$ cat src/rtl/core/mrr_pkg.sv
// Package for the Modbus response receiver: shared types, codes and the CRC table.
// No dependencies; used by every module in rtl/core.
package mrr_pkg;

  localparam int REGISTER_COUNT_DEF = 256;
  localparam int MAX_WORDS_DEF      = 123;
  localparam int JOBQ_DEPTH         = 4;

  localparam logic [7:0]  FUNC_READ_HOLD  = 8'h03;
  localparam logic [7:0]  FUNC_WRITE_MULT = 8'h10;
  localparam logic [15:0] CRC_INIT        = 16'hFFFF;
  localparam logic [15:0] CRC_POLY        = 16'hA001;
  localparam logic [15:0] WR_QTY_MAX      = 16'd123;

  // Configuration register indexes
  localparam logic [1:0] CFG_SLAVE_ID   = 2'd0;
  localparam logic [1:0] CFG_READ_START = 2'd1;
  localparam logic [1:0] CFG_WIN_BASE   = 2'd2;
  localparam logic [1:0] CFG_WIN_SPAN   = 2'd3;

  // Frame status codes
  localparam logic [2:0] ST_NO_ID      = 3'd0;
  localparam logic [2:0] ST_READ_DONE  = 3'd1;
  localparam logic [2:0] ST_WRITE_ACK  = 3'd2;
  localparam logic [2:0] ST_CRC_BAD    = 3'd3;
  localparam logic [2:0] ST_RANGE_BAD  = 3'd4;
  localparam logic [2:0] ST_UNKNOWN_FN = 3'd5;

  typedef enum logic [1:0] {FR_HUNT, FR_TAIL1, FR_TAIL2} front_phase_t;
  typedef enum logic [1:0] {BK_IDLE, BK_READ, BK_COPY} back_state_t;

  // One job handed from the parser to the back end
  typedef struct packed {
    logic        is_read;
    logic [7:0]  reg_index;
    logic        stg_we;
    logic [6:0]  stg_idx;
    logic [15:0] stg_data;
    logic        is_frame;
    logic        commit;
    logic [2:0]  status;
    logic [6:0]  qty;
    logic [15:0] addr;
  } job_t;

  // One result item
  typedef struct packed {
    logic        frame_done;
    logic [2:0]  frame_status;
    logic [6:0]  words_stored;
    logic        read_valid;
    logic [15:0] reg_data;
  } result_t;

  // Byte-swapped Modbus CRC table entry
  function automatic logic [15:0] crc_entry(input logic [7:0] idx);
    logic [15:0] v;
    v = {8'd0, idx};
    for (int k = 0; k < 8; k++) begin
      v = v[0] ? ((v >> 1) ^ CRC_POLY) : (v >> 1);
    end
    return {v[7:0], v[15:8]};
  endfunction

endpackage

$ cat src/rtl/core/mrr_jobq.sv
// Short job queue between the parser and the back end.
// Depends on mrr_pkg.
module mrr_jobq import mrr_pkg::*; (
  input  logic clk,
  input  logic rst_n,
  input  logic push,
  input  job_t din,
  input  logic pop,
  output job_t dout,
  output logic full,
  output logic empty
);

  localparam int PW = $clog2(JOBQ_DEPTH);

  job_t            mem_r [JOBQ_DEPTH];
  logic [PW-1:0]   wp_r, rp_r;
  logic [PW:0]     cnt_r;

  assign full  = (cnt_r == (PW+1)'(JOBQ_DEPTH));
  assign empty = (cnt_r == '0);
  assign dout  = mem_r[rp_r];

  // Storage
  always_ff @(posedge clk) begin
    if (push && !full) mem_r[wp_r] <= din;
  end

  // Pointers and fill count
  always_ff @(posedge clk) begin
    if (!rst_n) begin
      wp_r <= '0; rp_r <= '0; cnt_r <= '0;
    end else begin
      if (push && !full) wp_r <= wp_r + 1'b1;
      if (pop && !empty) rp_r <= rp_r + 1'b1;
      cnt_r <= cnt_r + (PW+1)'(push && !full) - (PW+1)'(pop && !empty);
    end
  end

endmodule

$ cat config.mk
export PLATFORM = sky130hd
export DESIGN_NAME = mrr_jobq
export DESIGN_NICKNAME = d
export VERILOG_FILES = /design/src/rtl/core/mrr_pkg.sv /design/src/rtl/core/mrr_jobq.sv
export SDC_FILE = /design/constraint.sdc
export NUM_CORES = 1
export LEC_CHECK = 0
export ABC_AREA = 1
export BUFFER_PORTS_ARGS = -buffer_cell sky130_fd_sc_hd__buf_4
export CORE_MARGIN = 5
export CORE_UTILIZATION = 47
export CTS_CLUSTER_DIAMETER = 120
export CTS_CLUSTER_SIZE = 8
export DETAILED_ROUTE_END_ITERATION = 10
export GPL_TIMING_DRIVEN = 0
export PLACE_DENSITY = 0.67
export REMOVE_ABC_BUFFERS = 1
export SLEW_MARGIN = 20
export SYNTH_ARGS = -nofsm -noshare
export SYNTH_HDL_FRONTEND = slang
export SYNTH_SLANG_ARGS = --single-unit
$ cat constraint.sdc
create_clock -name clk -period 8.8 [get_ports clk]
set_input_delay 1.76 -clock clk [delete_from_list [all_inputs] [get_ports clk]]
set_output_delay 1.76 -clock clk [all_outputs]
set_load 0.01 [all_outputs]
==> metrics.md, run 1 <==
| Metric | Value |
|---|---|
| Antenna violations before repair | 0 |
| Power per cell area | ~300 nW/µm² |
| Vias in the first global route | 6200 |
| Setup TNS | 0 ps |
| Post-CTS Setup Bufs | 0 |
| Pre-Repair DR Iteration Count | 4 |
| RSZ-0062 raised after global routing | false |
| Gr usage total | between 10% and 20% |
| Tmin final | 4226 ps |
| Synthesis-to-finish area growth | 24.52% |
| P_leak | around 4.4 nW |
| Rows | 53 |
| Drt first-iter violations | about 290 |
| Max Buffers Root-to-Sink | 3 |
| FF-to-FF setup slack | ~6600 ps |
| Post-synth top area share | 72.46% |
| Clk_lat worst skew | roughly 500 ps |
| Sequential share of the synthesized area | 74.24% |
| N_diodes | 0 |
| Maximum fanout along the worst path | between 60 and 70 |
| Type of the worst min-delay path | reg -> reg |
| Starting Density | ~48% |
| WL/cell | between 15 and 20 µm |
| Status | completed |
| Synth warn | 0 |
| Layout cells sized above 1 | 33.46% |
| Area contributors post-synth | edfxtp_1 (72%), o22ai_2 (4.9%), o21ai_0 (4.5%), nor2_4 (4.5%), nor2_1 (3.5%) |
| Final wirelength | 20.65 mm |
| Post-CTS resize count | 0 |
| Final WS setup | ~4600 ps |
| Slew @ Worst Pin | between 700 and 800 ps |
| Synth Instances | around 660 |
| Core Area | between 20000 and 25000 µm² |
| Post-DRT Antenna Nets | 0 |
| Layout Nets | slightly below 900 |
| Clock Skew | 22.96 ps |
| Mapped Area | around 10000 µm² |
| Dpl hpwl | between 10 and 15 mm |
| Maximum VDD drop | 0.0001810 V |
| Final count of pins violating max slew | 0 |
| Final hold violation count | 0 |
| Pin count of the biggest net entering global routing | 65 |
| Die height | about 160 µm |
| Pre-CTS WS | slightly above 5000 ps |
| Inserted Clock Buffers | 37 |
| Crit. End Element | primary output |
| Maxcap violations | 0 |
| Max frequency | about 0.24 GHz |
| First-pass GRT wire length | 32.20 mm |
| WP data required | roughly 7000 ps |
| GRT overflow | 0 |
| Crit share post-route | 48.03% |
| RD Place Congestion | 0.7551 |
| Port bufs | between 100 and 150 |
| Placed inst area | ~12000 µm² |
| Vias | about 6k |
| CTS root buf | clkbuf_16 |
| Clock transition at the registers of the reported paths | ~50 ps |
| H-tree Lvls | 2 |
| Final Cell Area | ~13000 µm² |
| Via/cell ratio | approximately 5.4 |
| CP Data Arrival Time | 2470 ps |
| Post-synth top area cell | edfxtp_1 |
| Die area | roughly 25000 µm² |
| CTS tree | yes |
| Io pins | between 100 and 150 |
| Worst slew margin | between 50% and 60% |
| Seq cells post-synth | approximately 250 |
| CP Launch Type | register |
| Residual DRC count | 0 |
| Die X-Extent | ~160 µm |
| Post-synth cell types | 22 |
| Hold Buf Count CTS | 0 |
| Avg Synthesized Cell Area | 15.39 µm² |
| Crit Path Class | reg -> out |
| Final setup vio count | 0 |
| Num Clock Sinks | ~250 |
-- area by class of cell --
| class | instances | area [µm²] |
|---|---|---|
| fillers | 1614 | 8496 |
| repair buffers | 143 | 1341 |
| clock buffers | 52 | 1025 |
| clock inverters | 2 | 13.76 |
| inverters | 19 | 81.33 |
| multi-input cells | 347 | 2272 |
| well taps | 275 | 344.1 |
| flip-flops and latches | 253 | 7515 |
-- stage by stage --
step           cells  hold WS [ps]  utilization (%)  power (mW)
2_1_floorplan    619         448.1                -       2.053
3_3_place_gp    1021         458.0            52.72       2.449
3_5_place_dp    1037         512.6            54.79       2.508
4_1_cts         1091         526.9            59.71       3.768
5_1_grt         1091         548.7            59.71       3.902
6_report        1091         523.4            59.71       3.716
-- cell usage after synthesis --
| library cell | n |
|---|---|
| o22ai_2 | 40 |
| o22ai_1 | 21 |
| buf_8 | 2 |
| o21ai_1 | 30 |
| buf_2 | 15 |
| dfxtp_1 | 9 |
| nand3_1 | 4 |
| nor2_1 | 94 |
| buf_12 | 5 |
| clkbuf_1 | 12 |
| ha_1 | 6 |
| inv_2 | 2 |
| nor2_4 | 40 |
| o21ai_2 | 1 |
| inv_1 | 17 |
| fa_1 | 1 |
| buf_4 | 1 |
| nand2_1 | 14 |
| buf_6 | 3 |
| a21oi_1 | 5 |
| o21ai_0 | 91 |
| edfxtp_1 | 244 |
-- final timing paths --
kind	from	end	cells past startpoint
worst max-delay path	register	dout[8]	6
worst min-delay path	rp_r[0]	register	2
worst max register to register	cnt_r[1]	cnt_r[2]	9
worst min register to register	rp_r[0]	register	2
-- flip-flops by register name, indices dropped and copies added, names as in the netlist, named ones only --
name	count
cnt_r	3
mem_r	244
rp_r	2
wp_r	2
-- logic make-up after synthesis --
kind of cell    count (synthesis)  synth area share (%)
buf+inv                        57                 3.588
fa+ha+maj                       7                0.9403
compound gates                188                 12.57
flops                         253                 74.24
simple gates                  152                 8.661
-- metal layers --
layer | vias to the layer above | GRT usage (%) | wire length [µm]
met5 | - | 0 | 0
met4 | 0 | 5.207 | 430
met2 | 171 | 29.05 | 10610
met3 | 38 | 4.397 | 1376
met1 | 2911 | 20.79 | 8233
li1 | 2739 | - | -
-- cells in the final DEF (no fill, tap or decap), types with 2 or more instances in the layout --
master,n
edfxtp_1,244
buf_4,127
o21ai_0,91
nor2_1,90
nor2_4,44
o22ai_2,40
clkbuf_16,39
o21ai_1,30
o22ai_1,21
inv_1,17
nand2_1,14
clkbuf_1,13
buf_16,9
dfxtp_1,7
buf_12,7
ha_1,6
a21oi_1,5
nand3_1,4
dfxtp_4,2
-- worst max-delay path: stages, from the launching register on --
cell and delay, ps:
dfxtp_4 370, buf_16 190, inv_8 420, buf_16 400, o21ai_0 180, o22ai_2 160, buf_4 150
-- report_power, final --
| group | internal, mW | switching, mW | total, mW |
|---|---|---|---|
| Sequential | 1.47 | 0.0441 | 1.51 |
| Combinational | 0.397 | 0.560 | 0.958 |
| Clock | 0.794 | 0.449 | 1.24 |
| Total | 2.66 | 1.05 | 3.72 |
Note: power is estimated with default switching activity, not from simulation.
==> inputs of run 2 (changes only) <==
--- a/config.mk
+++ b/config.mk
@@ -13,7 +13,7 @@
 export CTS_CLUSTER_SIZE = 8
 export DETAILED_ROUTE_END_ITERATION = 10
 export GPL_TIMING_DRIVEN = 0
-export PLACE_DENSITY = 0.67
+export PLACE_DENSITY = 0.69
 export REMOVE_ABC_BUFFERS = 1
 export SLEW_MARGIN = 20
 export SYNTH_ARGS = -nofsm -noshare
==> constraint.sdc (replaced) <==
create_clock -name clk -period 3.6 [get_ports clk]
set_input_delay 0.72 -clock clk [delete_from_list [all_inputs] [get_ports clk]]
set_output_delay 0.72 -clock clk [all_outputs]
set_load 0.01 [all_outputs]
==> metrics.md, run 2 (synthesis gave the netlist of run 1 again) <==
| Metric | Value |
|---|---|
| Hold Buf Count CTS | 0 (unchanged) |
| RD Place Congestion | 0.6739 (-11%) |
| Io pins | 128 (unchanged) |
| Worst Path Buf+Inv | 4 (unchanged) |
| Worst slew margin | 53.84% (+0.57 points) |
| Via/cell ratio | 5.428 (+1.1%) |
| Vias in the first global route | 6224 (+0.39%) |
| Drt first-iter violations | 376 (+31%) |
| Antenna violations before repair | 0 (unchanged) |
| Final wirelength | 21.29 mm (+3.1%) |
| CP cell instances | buf_16 -> inv_8 -> buf_16 -> o21ai_1 -> o22ai_1 -> buf_4 |
| WL/cell | 19.44 µm (+2.7%) |
| Die height | 156.7 µm (unchanged) |
| Die X-Extent | 156.7 µm (unchanged) |
| Vias | 5944 (+1.5%) |
| Max frequency | 0.2948 GHz |
| P_leak | 4.366 nW (-0.55%) |
| Synthesis-to-finish area growth | 24.13% |
| Dpl hpwl | 12.22 mm (+0.24%) |
| Seq pwr share | 41.3% (+0.5 points) |
| Psw | 2.590 mW (+150%) |
| Pin count of the biggest net entering global routing | 71 (+9.2%) |
| Slowest CP cell | dfxtp_4 |
| Tmin final | around 3400 ps |
| CP Launch Type | register |
| Type of the worst min-delay path | in -> reg |
| Clock Skew | 9.819 ps (-13.14 ps) |
| GRT overflow | 0 (unchanged) |
| Final hold violation count | 0 (unchanged) |
| Commonest non-fill, non-tap cells in the layout | edfxtp_1 (244), buf_4 (127), o21ai_0 (91) |
| Final setup vio count | 0 (unchanged) |
| Die area | 24550 µm² (unchanged) |
| Pre-Repair DR Iteration Count | 5 (+1) |
| N_diodes | 0 (unchanged) |
| Internal | 6.441 mW (+140%) |
| Max Buffers Root-to-Sink | 3 (unchanged) |
| Rows | 53 (unchanged) |
| Max reg flops | 244 (unchanged) |
| Top Registers | mem_r x244, cnt_r x3 |
| Most common cell after layout, fill and taps aside | edfxtp_1 |
| Crit share post-route | 94.24% |
| Clock transition at the registers of the reported paths | 50 ps (about the same) |
| RSZ-0062 raised after global routing | false |
| Slew @ Worst Pin | 692.4 ps (-8.608 ps) |
| Clock share of power | 32.8% (-0.7 points) |
| Final hold slack | 431.4 ps (-91.99 ps) |
| Clk_lat worst skew | 480 ps (-20 ps) |
| Crit Path Class | reg -> out |
| Comb power frac | 25.9% (about the same) |
| Maximum fanout along the worst path | 70 (+9.4%) |
| Inserted Clock Buffers | 37 (unchanged) |
| Residual DRC count | 0 (unchanged) |
| Port bufs | 127 (unchanged) |
| Post-DRT Antenna Nets | 0 (unchanged) |
| H-tree Lvls | 2 (unchanged) |
| Sw frac | 28.68% (+0.32 points) |
| Crit. End Element | primary output |
| Setup TNS | 0 ps (unchanged) |
| Crit-path most repeated cell | buf_16 |
| Family with the most delay on the worst path | buffers and inverters |
| Gr usage total | 16.82% (+0.017 points) |
| Filler cells | 1593 (-1.3%) |
| Layout Nets | 873 (unchanged) |
| Maxcap violations | 0 (unchanged) |
| Starting Density | 47.95% (unchanged) |
| Status | completed |
| Maximum VDD drop | 0.0005383 V (+200%) |
| CP max stage delay | 470 ps (+50 ps) |
| Num Clock Sinks | 253 (unchanged) |
| Largest Register | mem_r |
| Post-Route Utilization | 59.52% (-0.19 points) |
| CP Data Arrival Time | 2670 ps (+200 ps) |
| First-pass GRT wire length | 32.12 mm (-0.26%) |
| CTS root buf | clkbuf_16 |
| Core Area | 21090 µm² (unchanged) |
| Power per cell area | 719.5 nW/µm² (+140%) |
| Layout cells sized above 1 | 32.93% (-0.53 points) |
| CTS tree | yes |
| Final count of pins violating max slew | 0 (unchanged) |
| WP data required | 2880 ps (-4160 ps) |
run 2: cell count changes in the layout (fill, tap and decap cells not counted):
cell | before | now
clkbuf_16 | 39 | 37
buf_12 | 7 | 8
clkbuf_1 | 13 | 20
buf_16 | 9 | 8
inv_6 | 1 | 0
run 2: final timing paths:
check | from | to | slack (ps) | cells after the start
max | register | dout[35] | 210 | 6
max reg2reg | cnt_r[1] | cnt_r[2] | 1390 | 9
min reg2reg | rp_r[0] | rp_r[0] | 500 | 2
min | din[21] | mem_r[3][21] | 430 | 1
run 2: timing repair:
action	in CTS	in global routing
gates resized for setup	0	0
endpoints found under the hold margin	0	0
setup buffers	0	1
setup endpoints to repair	0	17
run 2: power groups by stage:
stage	registers (mW)	logic [mW]	clock network, mW
3_5_place_dp	3.80	2.33	0
2_1_floorplan	3.82	1.20	0
6_report	3.73	2.34	2.96
5_1_grt	3.75	2.54	3.18
4_1_cts	3.75	2.33	3.04
3_3_place_gp	3.93	2.07	0
run 2: layout make-up:
cell class | instances | area, µm² | share of cell area (%)
multi-input cells | 347 | 2272 | 18.10
inverters | 19 | 81.33 | 0.6479
clock buffers | 57 | 1001 | 7.975
well taps | 275 | 344.1 | 2.741
repair buffers | 143 | 1334 | 10.63
flip-flops and latches | 253 | 7515 | 59.87
clock inverters | 1 | 5.005 | 0.03987
run 2: metal layers:
layer	GRT usage, %	up-vias	wire [µm]
li1	-	2746	-
met1	20.36	2994	8666
met2	29.58	182	10940
met3	4.452	22	1375
met4	5.124	0	299
met5	0	-	0
run 2: stage by stage:
step / total power, mW / setup slack [ps] / instances / cell area, µm²
2_1_floorplan: 5.018 / -1794 / 619 / 9821
3_3_place_gp: 5.993 / -4875 / 1021 / 11120
3_5_place_dp: 6.132 / 595.4 / 1036 / 11530
4_1_cts: 9.123 / 68.20 / 1094 / 12530
5_1_grt: 9.477 / 38.21 / 1095 / 12550
6_report: 9.031 / 207.4 / 1095 / 12550
==> inputs of run 3 (changes only) <==
--- a/config.mk
+++ b/config.mk
@@ -7,6 +7,7 @@
 export LEC_CHECK = 0
 export ABC_AREA = 1
 export BUFFER_PORTS_ARGS = -buffer_cell sky130_fd_sc_hd__buf_4
+export CORE_ASPECT_RATIO = 0.75
 export CORE_MARGIN = 5
 export CORE_UTILIZATION = 47
 export CTS_CLUSTER_DIAMETER = 120
==> metrics.md, run 3 (synthesis gave the netlist of run 1 again) <==
| Metric | Value |
|---|---|
| Status | completed |
| N_diodes | 0 (unchanged) |
| Die area | 24580 µm² (+0.12%) |
| Final hold violation count | 0 (unchanged) |
| WL/cell | 19.49 µm (+0.24%) |
| Crit Path Class | reg -> out |
| Io pins | 128 (unchanged) |
| P_leak | 4.332 nW (-0.76%) |
| First-pass GRT wire length | 32.06 mm (-0.17%) |
| Residual DRC count | 0 (unchanged) |
| Pre-Repair DR Iteration Count | 6 (+1) |
| Multi-input gate area | 2272 µm² (unchanged) |
| Clock transition at the registers of the reported paths | 50 ps (about the same) |
| R2r endpoint | mem_r[2][52] |
| Maximum VDD drop | 0.0004950 V (-8.1%) |
| Setup TNS | 0 ps (unchanged) |
| Vias in the first global route | 6207 (-0.27%) |
| Drt first-iter violations | 281 (-25%) |
| Rows | 46 (-13%) |
| Top Registers | mem_r x244, cnt_r x3 |
| Gr usage total | 16.97% (+0.15 points) |
| Crit. End Element | primary output |
| Die X-Extent | 179.4 µm (+14%) |
| H-tree Lvls | 2 (unchanged) |
| Vias | 5847 (-1.6%) |
| GRT overflow | 0 (unchanged) |
| RSZ-0062 raised after global routing | false |
| Register Area | 7515 µm² (unchanged) |
| Final setup vio count | 0 (unchanged) |
| Post-DRT Antenna Nets | 0 (unchanged) |
| Tmin final | 3380 ps (-12.53 ps) |
| CTS tree | yes |
| Reg2reg path depth | 5 (-4) |
| Max frequency | 0.2958 GHz (+0.37%) |
| Core Area | 21180 µm² (+0.44%) |
| Maxcap violations | 0 (unchanged) |
| Largest Register | mem_r |
| Commonest non-fill, non-tap cells in the layout | edfxtp_1 (244), buf_4 (127), o21ai_0 (91) |
| Layout cells sized above 1 | 33.33% (+0.41 points) |
| Maximum fanout along the worst path | 82 (+17%) |
| Port bufs | 127 (unchanged) |
| Layout Nets | 871 (-0.23%) |
| Hold Buf Count CTS | 0 (unchanged) |
| CP Data Arrival Time | 2660 ps (about the same) |
| Via/cell ratio | 5.354 (-1.4%) |
| CTS root buf | clkbuf_16 |
| Clk_lat worst skew | 490 ps (about the same) |
| Synthesis-to-finish area growth | 23.37% |
| Most common cell after layout, fill and taps aside | edfxtp_1 |
| Starting Density | 47.74% (-0.21 points) |
| CP Launch Type | register |
| Type of the worst min-delay path | in -> reg |
| Die height | 137.0 µm (-13%) |
| HP Start | din[37] |
| Antenna violations before repair | 0 (unchanged) |
| Inserted Clock Buffers | 37 (unchanged) |
| Reg-to-Reg Start | cnt_r[1] |
| Dpl hpwl | 12.60 mm (+3.1%) |
| Max reg flops | 244 (unchanged) |
| Hold depth | 1 (unchanged) |
| RD Place Congestion | 0.6979 (+3.6%) |
| Worst slew margin | 47.44% (-6.4 points) |
| Num Clock Sinks | 253 (unchanged) |
| Power per cell area | 715.6 nW/µm² (-0.54%) |
| Crit share post-route | 93.89% (-0.35 points) |
| FF-to-FF setup slack | 1380 ps (about the same) |
| Final wirelength | 21.28 mm (about the same) |
| Final count of pins violating max slew | 0 (unchanged) |
| Final hold slack | 426.8 ps (-4.562 ps) |
| Max Buffers Root-to-Sink | 3 (unchanged) |
| Clock Skew | 20.15 ps (+10.33 ps) |
| Filler cells | 1604 (+0.69%) |
| Post-Route Utilization | 58.90% (-0.62 points) |
| Slew @ Worst Pin | 786.5 ps (+94.11 ps) |
| Pin count of the biggest net entering global routing | 83 (+17%) |
| WP data required | 2880 ps (about the same) |
| Hold path endpoint | mem_r[1][37] |
-- run 3: repair_timing --
| action | in CTS | in global routing |
|---|---|---|
| buffers inserted | 0 | 1 |
| gates resized for setup | 0 | 0 |
| endpoints found under the setup margin | 0 | 5 |
-- run 3: critical path: stages (launching register included) --
cell and delay (ps):
dfxtp_4 460, buf_16 270, inv_8 300, buf_16 430, o21ai_0 200, o22ai_2 190, buf_4 150
-- run 3: worst max path at each step --
stage	cells past startpoint	slack, ps	end	startpoint
floorplan	3	-1790	dout[0]	register
CTS	6	130	dout[20]	register
detailed placement	6	650	dout[20]	register
global placement	4	-4800	dout[12]	register
global route	6	140	dout[20]	register
finish	6	220	dout[20]	register
-- run 3: area by class of cell --
class                           count  area share, %
Sequential cell                   253          60.23
Multi-Input combinational cell    347          18.21
Timing Repair Buffer              141          10.37
Clock buffer                       43          7.602
Tap cell                          288          2.888
Inverter                           19         0.6519
Clock inverter                      1        0.04012
-- run 3: layer usage --
layer | part of all wire (%) | up-vias | global-route usage (%)
met5 | 0 | - | 0
met4 | 1.5 | 0 | 4.228
met3 | 8.5 | 40 | 5.302
met2 | 50 | 189 | 29.86
met1 | 40 | 2892 | 20.48
li1 | - | 2726 | -
-- run 3: metrics by stage --
| stage | power (mW) | std cells | area (µm²) | setup WS, ps |
|---|---|---|---|---|
| 6_report | 8.927 | 1092 | 12480 | 219.9 |
| 5_1_grt | 9.349 | 1092 | 12480 | 136.7 |
| 4_1_cts | 9.003 | 1091 | 12460 | 130.6 |
| 3_5_place_dp | 6.117 | 1047 | 11500 | 647.8 |
| 3_3_place_gp | 5.979 | 1034 | 11130 | -4795 |
| 2_1_floorplan | 5.018 | 619 | 9821 | -1794 |
-- run 3: where the power goes --
part / total, mW / internal, mW / switching (mW)
Combinational: 2.31 / 0.958 / 1.36
Sequential: 3.75 / 3.60 / 0.154
Clock: 2.86 / 1.81 / 1.05
