### config.mk
export PLATFORM = sky130hd
export DESIGN_NAME = mrr_front
export DESIGN_NICKNAME = d
export VERILOG_FILES = /design/src/rtl/core/mrr_pkg.sv /design/src/rtl/core/mrr_front.sv
export SDC_FILE = /design/constraint.sdc
export NUM_CORES = 1
export LEC_CHECK = 0
export BUFFER_PORTS_ARGS = -buffer_cell sky130_fd_sc_hd__buf_2
export CAP_MARGIN = 20
export CELL_PAD_IN_SITES_DETAIL_PLACEMENT = 0
export CELL_PAD_IN_SITES_GLOBAL_PLACEMENT = 2
export CORE_AREA = 2 2 178 180
export CTS_BUF_LIST = sky130_fd_sc_hd__clkbuf_16
export CTS_CLUSTER_SIZE = 12
export DETAILED_ROUTE_END_ITERATION = 10
export DIE_AREA = 0 0 180 182
export PLACE_DENSITY_LB_ADDON = 0.1
export SLEW_MARGIN = 20
export SYNTH_ARGS = -nofsm -noshare
export SYNTH_HDL_FRONTEND = slang
export SYNTH_SLANG_ARGS = --single-unit
### constraint.sdc
create_clock -name clk -period 6.96 [get_ports clk]
set_clock_uncertainty 0.05 [all_clocks]
set_input_delay 1.044 -clock clk [delete_from_list [all_inputs] [get_ports clk]]
set_output_delay 1.044 -clock clk [all_outputs]
set_load 0.01 [all_outputs]
### src/rtl/core/mrr_pkg.sv
// Package for the Modbus response receiver: shared types, codes and the CRC table.
// No dependencies; used by every module in rtl/core.
package mrr_pkg;

  localparam int REGISTER_COUNT_DEF = 256;
  localparam int MAX_WORDS_DEF      = 123;
  localparam int JOBQ_DEPTH         = 4;

  localparam logic [7:0]  FUNC_READ_HOLD  = 8'h03;
  localparam logic [7:0]  FUNC_WRITE_MULT = 8'h10;
  localparam logic [15:0] CRC_INIT        = 16'hFFFF;
  localparam logic [15:0] CRC_POLY        = 16'hA001;
  localparam logic [15:0] WR_QTY_MAX      = 16'd123;

  // Configuration register indexes
  localparam logic [1:0] CFG_SLAVE_ID   = 2'd0;
  localparam logic [1:0] CFG_READ_START = 2'd1;
  localparam logic [1:0] CFG_WIN_BASE   = 2'd2;
  localparam logic [1:0] CFG_WIN_SPAN   = 2'd3;

  // Frame status codes
  localparam logic [2:0] ST_NO_ID      = 3'd0;
  localparam logic [2:0] ST_READ_DONE  = 3'd1;
  localparam logic [2:0] ST_WRITE_ACK  = 3'd2;
  localparam logic [2:0] ST_CRC_BAD    = 3'd3;
  localparam logic [2:0] ST_RANGE_BAD  = 3'd4;
  localparam logic [2:0] ST_UNKNOWN_FN = 3'd5;

  typedef enum logic [1:0] {FR_HUNT, FR_TAIL1, FR_TAIL2} front_phase_t;
  typedef enum logic [1:0] {BK_IDLE, BK_READ, BK_COPY} back_state_t;

  // One job handed from the parser to the back end
  typedef struct packed {
    logic        is_read;
    logic [7:0]  reg_index;
    logic        stg_we;
    logic [6:0]  stg_idx;
    logic [15:0] stg_data;
    logic        is_frame;
    logic        commit;
    logic [2:0]  status;
    logic [6:0]  qty;
    logic [15:0] addr;
  } job_t;

  // One result item
  typedef struct packed {
    logic        frame_done;
    logic [2:0]  frame_status;
    logic [6:0]  words_stored;
    logic        read_valid;
    logic [15:0] reg_data;
  } result_t;

  // Byte-swapped Modbus CRC table entry
  function automatic logic [15:0] crc_entry(input logic [7:0] idx);
    logic [15:0] v;
    v = {8'd0, idx};
    for (int k = 0; k < 8; k++) begin
      v = v[0] ? ((v >> 1) ^ CRC_POLY) : (v >> 1);
    end
    return {v[7:0], v[15:8]};
  endfunction

endpackage

### src/rtl/core/mrr_front.sv
// Front end: frame hunting, tail buffer, CRC and field parsing, job generation.
// Depends on mrr_pkg.
module mrr_front import mrr_pkg::*; #(
  parameter int REGISTER_COUNT = REGISTER_COUNT_DEF,
  parameter int MAX_WORDS      = MAX_WORDS_DEF
) (
  input  logic        clk,
  input  logic        rst_n,
  input  logic        take,
  input  logic        command,
  input  logic [7:0]  rx_byte,
  input  logic        end_of_frame,
  input  logic [7:0]  reg_index,
  input  logic [7:0]  slave_id,
  input  logic [15:0] read_start,
  input  logic [15:0] win_base,
  input  logic [15:0] win_span,
  output logic        job_push,
  output job_t        job
);

  front_phase_t phase_r, phase_nxt;
  logic [7:0]  pos_r, pos_nxt;
  logic [15:0] crc_r, crc_nxt;
  logic [7:0]  tail0_r, tail0_nxt, tail1_r, tail1_nxt;
  logic [7:0]  fc_r, fc_nxt, bc_r, bc_nxt, hold_r, hold_nxt;
  logic [15:0] aa_r, aa_nxt, aq_r, aq_nxt;

  logic [7:0]  k;
  logic [6:0]  q;
  logic [8:0]  need;
  logic [31:0] rd_end;
  logic [16:0] wr_end, win_end;

  // Per-byte parse step; a read command is passed on as a read job instead
  always_comb begin
    phase_nxt = phase_r;  pos_nxt = pos_r;  crc_nxt = crc_r;
    tail0_nxt = tail0_r;  tail1_nxt = tail1_r;
    fc_nxt = fc_r;  bc_nxt = bc_r;  hold_nxt = hold_r;
    aa_nxt = aa_r;  aq_nxt = aq_r;
    job = '0;
    job_push = 1'b0;
    k = pos_r - 8'd3;
    q = bc_nxt[7:1];
    need = 9'd0; rd_end = 32'd0; wr_end = 17'd0; win_end = 17'd0;
    if (take && command) begin
      job.is_read   = 1'b1;
      job.reg_index = reg_index;
      job_push      = 1'b1;
    end else if (take) begin
      if (phase_r == FR_HUNT) begin
        if (rx_byte == slave_id) begin
          pos_nxt = '0; crc_nxt = CRC_INIT; tail0_nxt = '0;
          fc_nxt = '0; bc_nxt = '0; hold_nxt = '0; aa_nxt = '0; aq_nxt = '0;
          tail1_nxt = rx_byte;
          phase_nxt = FR_TAIL1;
        end
      end else begin
        if (phase_r == FR_TAIL2) begin
          // body byte leaving the tail
          crc_nxt = (crc_r << 8) ^ crc_entry(crc_r[15:8] ^ tail0_r);
          if (pos_r == 8'd1) begin
            fc_nxt = tail0_r;
          end else if (pos_r >= 8'd2 && pos_r < 8'd255) begin
            if (fc_r == FUNC_READ_HOLD) begin
              if (pos_r == 8'd2) begin
                bc_nxt = tail0_r;
              end else if (!k[0]) begin
                hold_nxt = tail0_r;
              end else if (32'(k[7:1]) < MAX_WORDS) begin
                job.stg_we   = 1'b1;
                job.stg_idx  = k[7:1];
                job.stg_data = {hold_r, tail0_r};
              end
            end else if (fc_r == FUNC_WRITE_MULT) begin
              case (pos_r)
                8'd2:    aa_nxt[15:8] = tail0_r;
                8'd3:    aa_nxt[7:0]  = tail0_r;
                8'd4:    aq_nxt[15:8] = tail0_r;
                8'd5:    aq_nxt[7:0]  = tail0_r;
                default: ;
              endcase
            end
          end
          if (pos_r != 8'd255) pos_nxt = pos_r + 8'd1;
        end
        tail0_nxt = tail1_r;
        tail1_nxt = rx_byte;
        phase_nxt = FR_TAIL2;
      end
      job_push = job.stg_we;
      // End of frame verdict
      if (end_of_frame) begin
        q = bc_nxt[7:1];
        need = 9'd3 + {1'b0, q, 1'b0};
        rd_end = 32'(read_start) + 32'(q);
        wr_end = {1'b0, aa_nxt} + {1'b0, aq_nxt};
        win_end = {1'b0, win_base} + {1'b0, win_span};
        job.is_frame = 1'b1;
        job.addr = read_start;
        job_push = 1'b1;
        if (phase_nxt == FR_HUNT) begin
          job.status = ST_NO_ID;
        end else if (phase_nxt != FR_TAIL2 || pos_nxt < 8'd1) begin
          job.status = ST_CRC_BAD;
        end else if ({tail0_nxt, tail1_nxt} != crc_nxt) begin
          job.status = ST_CRC_BAD;
        end else if (fc_nxt == FUNC_READ_HOLD) begin
          if (pos_nxt < 8'd3 || q == 7'd0 || 32'(q) > MAX_WORDS ||
              {1'b0, pos_nxt} < need || rd_end > 32'(REGISTER_COUNT)) begin
            job.status = ST_RANGE_BAD;
          end else begin
            job.status = ST_READ_DONE;
            job.commit = 1'b1;
            job.qty    = q;
          end
        end else if (fc_nxt == FUNC_WRITE_MULT) begin
          if (pos_nxt >= 8'd6 && aq_nxt >= 16'd1 && aq_nxt <= WR_QTY_MAX &&
              aa_nxt >= win_base && wr_end <= win_end)
            job.status = ST_WRITE_ACK;
          else
            job.status = ST_RANGE_BAD;
        end else begin
          job.status = ST_UNKNOWN_FN;
        end
        phase_nxt = FR_HUNT;
        pos_nxt = '0; crc_nxt = CRC_INIT; tail0_nxt = '0; tail1_nxt = '0;
        fc_nxt = '0; bc_nxt = '0; hold_nxt = '0; aa_nxt = '0; aq_nxt = '0;
      end
    end
  end

  always_ff @(posedge clk) begin
    if (!rst_n) begin
      phase_r <= FR_HUNT;  pos_r <= '0;  crc_r <= CRC_INIT;
      tail0_r <= '0;  tail1_r <= '0;  fc_r <= '0;  bc_r <= '0;
      hold_r <= '0;  aa_r <= '0;  aq_r <= '0;
    end else begin
      phase_r <= phase_nxt;  pos_r <= pos_nxt;  crc_r <= crc_nxt;
      tail0_r <= tail0_nxt;  tail1_r <= tail1_nxt;  fc_r <= fc_nxt;
      bc_r <= bc_nxt;  hold_r <= hold_nxt;  aa_r <= aa_nxt;  aq_r <= aq_nxt;
    end
  end

endmodule

==> summary.md, run 1 <==
| Metric | Value |
|---|---|
| Lkg Pwr | `5.19 nW` |
| Mux share of post-synthesis cell area | `0.844%` |
| Multi-input gate area | `7320 sq um` |
| CP endpoint kind | `output port` |
| Worst Hold Class | `register to register` |
| Area share of the largest cell type after synthesis | `20.5%` |
| PortBufs | `138` |
| Fin Setup TNS | `-0.00340 ns` |
| Status | `finished, violations left` |
| Main combinational cell family by area after synthesis | `simple AND/OR/NAND/NOR gates` |
| Sequential-to-total area share from yosys stat | `20.5%` |
| Largest cells by area after synthesis | `dfxtp_1 (20%), ha_1 (11%), a22oi_1 (5.4%), nor2b_1 (5.1%), xnor2_1 (4.6%)` |
| Worst path max stage delay | `0.42 ns` |
| Placed cell count | `1805` |
| Fin cells | `1840` |
| Largest area contributor in the netlist | `dfxtp_1` |
| Die Width | `180 um` |
| Layout cells sized above 1 | `25.2%` |
| Commonest non-fill, non-tap cells in the layout | `buf_2 (137), buf_4 (113), nand2_1 (112)` |
| Post-Synthesis Cells | `1239` |
| Unrepaired setup endpoints after global routing | `true` |
| Compound-Gate Fraction of Synth Area | `27.2%` |
| Post-layout net count | `1593` |
| Vias in the first global route | `9562` |
| Core area | `31000 sq um` |
| Failing checks | `setup timing` |
| Reg clk slew, reported paths | `0.08 ns` |
| Flop pwr share | `41.1%` |
| Slew margin rel. | `37.7%` |
| Comb pwr share | `17.0%` |
| Final GP Congestion | `0.825` |
| Die H | `182 um` |
| PwrDens | `114 nW/um^2` |
| Initial DRC count | `601` |
| Peak supply drop | `0.0944 mV` |
| Seq. cell area | `1950 sq um` |
| Max Fclk | `144 MHz` |
| Psw | `0.379 mW` |
| Wire per inst | `18.9 um` |
| Crit Path Class | `input pin to output port` |
| # IOs | `139` |
| Dpl ws | `-0.267 ns` |
| Internal power | `0.972 mW` |
| Sw Ratio | `28.1%` |
| Floorplan row count | `65` |
| N_diodes | `0` |
| Asr flop ratio synth | `0%` |
| Post-Syn Area | `9490 sq um` |
| Final WL | `34.8 mm` |
| Starting Density | `30.6%` |
| Worst Setup Slack, final | `-0.00340 ns` |
| Startpoint Class | `input pin` |
| Warnings from Yosys | `0` |
| Worst EP required | `5.87 ns` |
| #FFs+latches synth | `97` |
| Clock share of power | `41.9%` |
| WP buf/inv | `4` |
| Worst path arrival time | `5.87 ns` |
| Pins Over Slew Limit | `0` |
| Crit-path max FO | `5` |
| Via/cell ratio | `5.38` |
| Clk root buf | `clkbuf_16` |
| Die ar. | `32800 sq um` |
| Worst-Skew Late Latency | `0.36 ns` |
| Post-Synth Adder-Cell Area | `11.6%` |
| Via count | `9896` |
| P&R area growth vs syn | `25.3%` |
| Worst-margin pin slew | `0.929 ns` |
| Gr usage total | `20.9%` |
| Remaining antenna violation count after routing | `0` |
| Layout Utilization | `38.4%` |
| TritonCTS Buffers | `9` |
| Min Tclk post-route | `6.96 ns` |
| Commonest non-fill, non-tap cell in the layout | `buf_2` |
| DP Area | `11100 sq um` |
| Largest net degree at the start of global routing | `82` |
| Simple logic cell fraction of the synthesized area | `27.5%` |
| Setup-failing EPs final | `1` |
| Number of max-cap violations | `0` |
| Max H-tree Level | `3` |
| DRT Pass-1 Iters | `5` |
| Initial antenna violation count | `0` |
| Buffer depth of the longest clock path | `2` |
| First-pass GRT wire length | `54.3 mm` |
| Post-Syn Nets | `1399` |
| DRC | `0` |
| Xor/xnor share of the synthesized area | `7.00%` |
| Final HPWL DP | `26.7 mm` |
| CTS Sinks | `97` |
| Crit path max-delay family | `compound AO/OA/AOI/OAI gates` |
| Post-route cell area | `11900 sq um` |
| CP most frequent cell | `a21oi_2` |
| Fillers | `3306` |
| Slowest cell on the critical path | `o41ai_2` |
| Synth unique cells | `92` |
| Total congestion overflow | `0` |
| CTS tree | `done` |
| Syn Area/Cell | `7.66 sq um` |
| Final number of hold-violating endpoints | `0` |
| Final period util | `100%` |
| EDFF count, synth | `0` |
| Most frequently used flop master after synthesis | `dfxtp_1` |
worst reg2reg max path: cells and delay by family, from the launching register on:
| kind | cells | cell delay, ns |
|---|---|---|
| AO/OA/AOI/OAI | 4 | 1.22 |
| buffers and inverters | 3 | 0.72 |
| AND/OR/NAND/NOR | 3 | 0.70 |
| flip-flops | 1 | 0.33 |
sequential cells by signal (all words and copies together) (netlist names):
name	flops
tail1_r	8
pos_r	8
phase_r	2
aa_r	16
tail0_r	8
crc_r	16
bc_r	7
hold_r	8
fc_r	8
aq_r	16
metal layers:
layer  vias to the layer above  global-route usage [%]  share of wire, %
li1                       4911                       -                 -
met1                      4716                    26.6                45
met2                       222                    36.2                49
met3                        47                    2.65               3.6
met4                         0                    7.15               2.6
met5                         -                       0                 0
through the flow:
stage | power, mW | hold slack [ns]
4_1_cts | 1.36 | 0.455
3_5_place_dp | 0.788 | 0.445
3_3_place_gp | 0.788 | 0.441
2_1_floorplan | 0.700 | 0.423
5_1_grt | 1.41 | 0.475
6_report | 1.35 | 0.453
layout make-up:
cell class | count | share of cell area, %
timing repair buffer | 253 | 13.2
sequential | 97 | 16.4
inverter | 61 | 1.93
multi-input combinational | 1011 | 61.6
clock buffer | 9 | 1.89
clock inverter | 7 | 0.778
tap | 402 | 4.23
path summary, 6_finish.rpt:
path,from,to,slack (ns),cells after the start
max,rx_byte[3],job[25],-0.003,30
min,crc_r[8]$_SDFFE_PN1P_,crc_r[8]$_SDFFE_PN1P_,0.45,2
min reg2reg,crc_r[8]$_SDFFE_PN1P_,crc_r[8]$_SDFFE_PN1P_,0.45,2
max reg2reg,phase_r[0]$_SDFFE_PN0P_,hold_r[4]$_SDFFE_PN0P_,3.84,10
timing repair:
action / in CTS / in global routing
resized for setup: 23 / 44
hold buffers: 0 / 0
setup buffers: 8 / 11
pin swaps: 15 / 43
setup endpoints to repair: 2 / 10
cell families after synthesis:
family                     after synthesis
and+or+nand+nor                        471
AOI/OAI and AO/OA                      370
buffers and inverters                  131
DFF                                     97
adders and majority gates               87
xor gates and xnor gates                75
muxes                                    8
synthesized netlist by cell type, drive strengths merged, types with 4 or more instances:
cell and number:
a21o 19, o21a 15, nand3 37, a22oi 70, a21boi 4, nand2 112
nor2 63, nor4 12, nand2b 12, and2 45, maj3 4, or4 5
ha 80, o21ai 70, nor3 23, nand3b 4, xor2 24, a21oi 60
o21bai 6, inv 60, and4 5, nor2b 80, a32oi 5, o211ai 12
nor4b 5, a31oi 13, clkbuf 57, xnor2 51, a211oi 6, nand4 17
o31ai 8, mux2i 8, a211o 6, a22o 18, o22ai 23, and3 37
a221oi 4, buf 13, or2 5, dfxtp 97
power groups by stage:
| stage | logic [mW] | clock network (mW) | registers (mW) |
|---|---|---|---|
| 2_1_floorplan | 0.131 | 0 | 0.569 |
| 3_3_place_gp | 0.218 | 0 | 0.569 |
| 3_5_place_dp | 0.219 | 0 | 0.569 |
| 4_1_cts | 0.223 | 0.580 | 0.556 |
| 5_1_grt | 0.256 | 0.600 | 0.556 |
| 6_report | 0.229 | 0.566 | 0.556 |
No activity file was read; power rests on OpenSTA's default activity.
==> inputs of run 2 (changes only) <==
- ABC_AREA: not set -> 1
- CORE_AREA: 2 2 178 180 -> 2 2 197 199
- DIE_AREA: 0 0 180 182 -> 0 0 199 201
==> summary.md, run 2 <==
| Metric | Value |
|---|---|
| Status | `finished, final reports clean` |
| Largest cells by area after synthesis | `nand2_1 (21%), dfxtp_1 (19%), ha_1 (9.6%), inv_1 (8.1%), a21oi_1 (7.7%)` |
| Layout cells sized above 1 | `12.6% (-13 points)` |
| Area share of the largest cell type after synthesis | `21.0% (+0.53 points)` |
| Die H | `201 um (+10%)` |
| Clk root buf | `clkbuf_16` |
| Via/cell ratio | `4.70 (-13%)` |
| Max Fclk | `154 MHz (+7.4%)` |
| Slew margin rel. | `35.5% (-2.2 points)` |
| PortBufs | `138 (unchanged)` |
| CP endpoint kind | `output port` |
| First-pass GRT wire length | `63.3 mm (+17%)` |
| Final number of hold-violating endpoints | `0 (unchanged)` |
| Buffer depth of the longest clock path | `2 (unchanged)` |
| # IOs | `139 (unchanged)` |
| Final HPWL DP | `30.3 mm (+13%)` |
| Min Tclk post-route | `6.49 ns (-0.478 ns)` |
| Final WL | `39.8 mm (+14%)` |
| Psw | `0.401 mW (+5.8%)` |
| P&R area growth vs syn | `14.6%` |
| Remaining antenna violation count after routing | `0 (unchanged)` |
| Via count | `11481 (+16%)` |
| CP most frequent cell | `nand2_1` |
| Worst path max stage delay | `0.57 ns (+0.15 ns)` |
| Internal power | `0.919 mW (-5.5%)` |
| Post-CTS Hold Fix Bufs | `0 (unchanged)` |
| Worst-Skew Late Latency | `0.37 ns (about the same)` |
| EDFF count, synth | `0 (unchanged)` |
| #FFs+latches synth | `97 (unchanged)` |
| N_diodes | `0 (unchanged)` |
| Crit Path Class | `register to output port` |
| Post-cts resize count | `0 (-100%)` |
| Number of max-cap violations | `0 (unchanged)` |
| Commonest non-fill, non-tap cell in the layout | `nand2_1` |
| Initial DRC count | `632 (+5.2%)` |
| PwrDens | `110 nW/um^2 (-3.0%)` |
| Worst Hold Class | `register to register` |
| Synth unique cells | `52 (-43%)` |
| Wire per inst | `16.3 um (-14%)` |
| Largest net degree at the start of global routing | `76 (-7.3%)` |
| Worst EP required | `5.87 ns (about the same)` |
| Asr flop ratio synth | `0% (unchanged)` |
| Syn Area/Cell | `5.78 sq um (-25%)` |
| Hold_sp | `aa_r[7]$_SDFFE_PN0P_` |
| Worst path arrival time | `5.39 ns (-0.48 ns)` |
| Sequential-to-total area share from yosys stat | `18.6% (-1.9 points)` |
| Vias in the first global route | `11253 (+18%)` |
| Initial antenna violation count | `0 (unchanged)` |
| Starting Density | `27.4% (-3.2 points)` |
| Post-Syn Area | `10400 sq um (+10%)` |
| DRT Pass-1 Iters | `5 (unchanged)` |
| Worst-margin pin slew | `0.968 ns (+0.0388 ns)` |
| Setup-failing EPs final | `0 (-1)` |
| CP startpoint | `pos_r[0]$_SDFFE_PN0P_` |
| Top flop regs | `aa_r (16), aq_r (16), crc_r (16)` |
| Final GP Congestion | `0.840 (+1.8%)` |
| Post-CTS Setup Inserts | `0 (-8)` |
| DRC | `0 (unchanged)` |
| Final period util | `93.2% (-6.9 points)` |
| Most frequently used flop master after synthesis | `dfxtp_1` |
| Total congestion overflow | `0 (unchanged)` |
| Fillers | `4376 (+32%)` |
| Count leader, synth | `nand2_1` |
| Slowest cell on the critical path | `o31ai_1` |
| Fin Setup TNS | `0 ns (+0.00340 ns)` |
| Lkg Pwr | `6.13 nW (+18%)` |
| Startpoint Class | `register` |
| Die ar. | `40000 sq um (+22%)` |
| Top cells by count, synth | `nand2_1 (584), inv_1 (226), a21oi_1 (161), nor2_1 (158), nand3_1 (138)` |
| Reg clk slew, reported paths | `0.07 ns (about the same)` |
| Warnings from Yosys | `0 (unchanged)` |
| Floorplan row count | `72 (+11%)` |
| Pins Over Slew Limit | `0 (unchanged)` |
| Post-layout net count | `2080 (+31%)` |
| Largest area contributor in the netlist | `nand2_1` |
| Commonest non-fill, non-tap cells in the layout | `nand2_1 (584), inv_1 (227), a21oi_1 (161)` |
| Comb pwr share | `18.2% (+1.2 points)` |
| Core area | `38100 sq um (+23%)` |
| Crit-path max FO | `10 (+5)` |
| Gr usage total | `20.2% (-0.66 points)` |
| Reg-to-Reg Start | `phase_r[0]$_SDFFE_PN0P_` |
| Peak supply drop | `0.114 mV (+20%)` |
| Sw Ratio | `30.4% (+2.3 points)` |
| CTS tree | `done` |
| Die Width | `199 um (+11%)` |
| Flop pwr share | `42.9% (+1.8 points)` |
| Post-Synthesis Cells | `1807 (+46%)` |
| Layout Utilization | `31.4% (-7.0 points)` |
| Max H-tree Level | `3 (unchanged)` |
| CTS Sinks | `97 (unchanged)` |
| TritonCTS Buffers | `9 (unchanged)` |
| Clock share of power | `38.9% (-3.0 points)` |
| Post-Syn Nets | `1967 (+41%)` |
## run 2: cell count changes after synthesis, moves of 20 or more
cell      change
a22oi_1      -68
and2_1       -45
clkbuf_1     -30
a21oi_1     +102
o21ai_0      +21
xnor2_1      -37
o22ai_1      -20
and3_1       -36
inv_1       +167
nand2_1     +472
nand3_1     +102
nor2_1       +95
nor2b_1      -77
## run 2: cell families (layout without fill, tap and decap cells)
group	count (synthesis)	count (layout)	synth area share, %
AND/OR/NAND/NOR	988	988	40.8
buffers and inverters	298	414	11.3
AO/OA/AOI/OAI	296	296	15.4
flip-flops	97	97	18.6
adder cells (fa/ha/maj)	83	83	10.2
XOR/XNOR	45	45	3.77
## run 2: path summary, 6_finish.rpt
check	cells after the start	endpoint	slack [ns]
min reg2reg	2	aa_r[7]$_SDFFE_PN0P_	0.42
max	30	job[24]	0.47
min	2	aa_r[7]$_SDFFE_PN0P_	0.42
max reg2reg	8	hold_r[0]$_SDFFE_PN0P_	3.89
## run 2: per-stage QoR
| stage | worst slack [ns] | instance area [sq um] | power, mW | cells | hold WS, ns |
|---|---|---|---|---|---|
| CTS | 0.0633 | 12000 | 1.34 | 2441 | 0.417 |
| global route | -0.00837 | 12000 | 1.39 | 2441 | 0.433 |
| detailed placement | 0.399 | 11700 | 0.823 | 2427 | 0.404 |
| finish | 0.475 | 12000 | 1.32 | 2441 | 0.416 |
| floorplan | 1.05 | 10400 | 0.736 | 1807 | 0.389 |
| global placement | 0.363 | 11700 | 0.823 | 2427 | 0.403 |
## run 2: critical path, delay by kind of cell (launching register included)
kind	cells	cell delay, ns
simple gates	21	2.32
compound gates	4	1.12
fa+ha+maj	3	0.96
flops	1	0.37
buf+inv	2	0.24
## run 2: cell type report
type                            instances  area (sq um)  share of cell area, %
Sequential cell                        97          1940                   16.2
Tap cell                              518           648                   5.41
Timing Repair Buffer                  163           878                   7.33
Inverter                              237           892                   7.45
Multi-Input combinational cell       1412          7340                   61.3
Clock inverter                          5          50.0                  0.418
Clock buffer                            9           225                   1.88
## run 2: metal layers
layer | GRT usage, % | share of wire, % | routed length [um]
met1 | 28.2 | 50 | 19900
met2 | 33.9 | 46 | 18200
met3 | 1.39 | 2.7 | 1090
met4 | 4.37 | 1.4 | 540
met5 | 0 | 0 | 0
## run 2: power by group through the flow
stage | registers (mW) | logic (mW) | clock network [mW]
floorplan | 0.578 | 0.158 | 0
global placement | 0.579 | 0.243 | 0
detailed placement | 0.579 | 0.244 | 0
CTS | 0.566 | 0.245 | 0.528
global route | 0.568 | 0.279 | 0.546
finish | 0.567 | 0.240 | 0.514
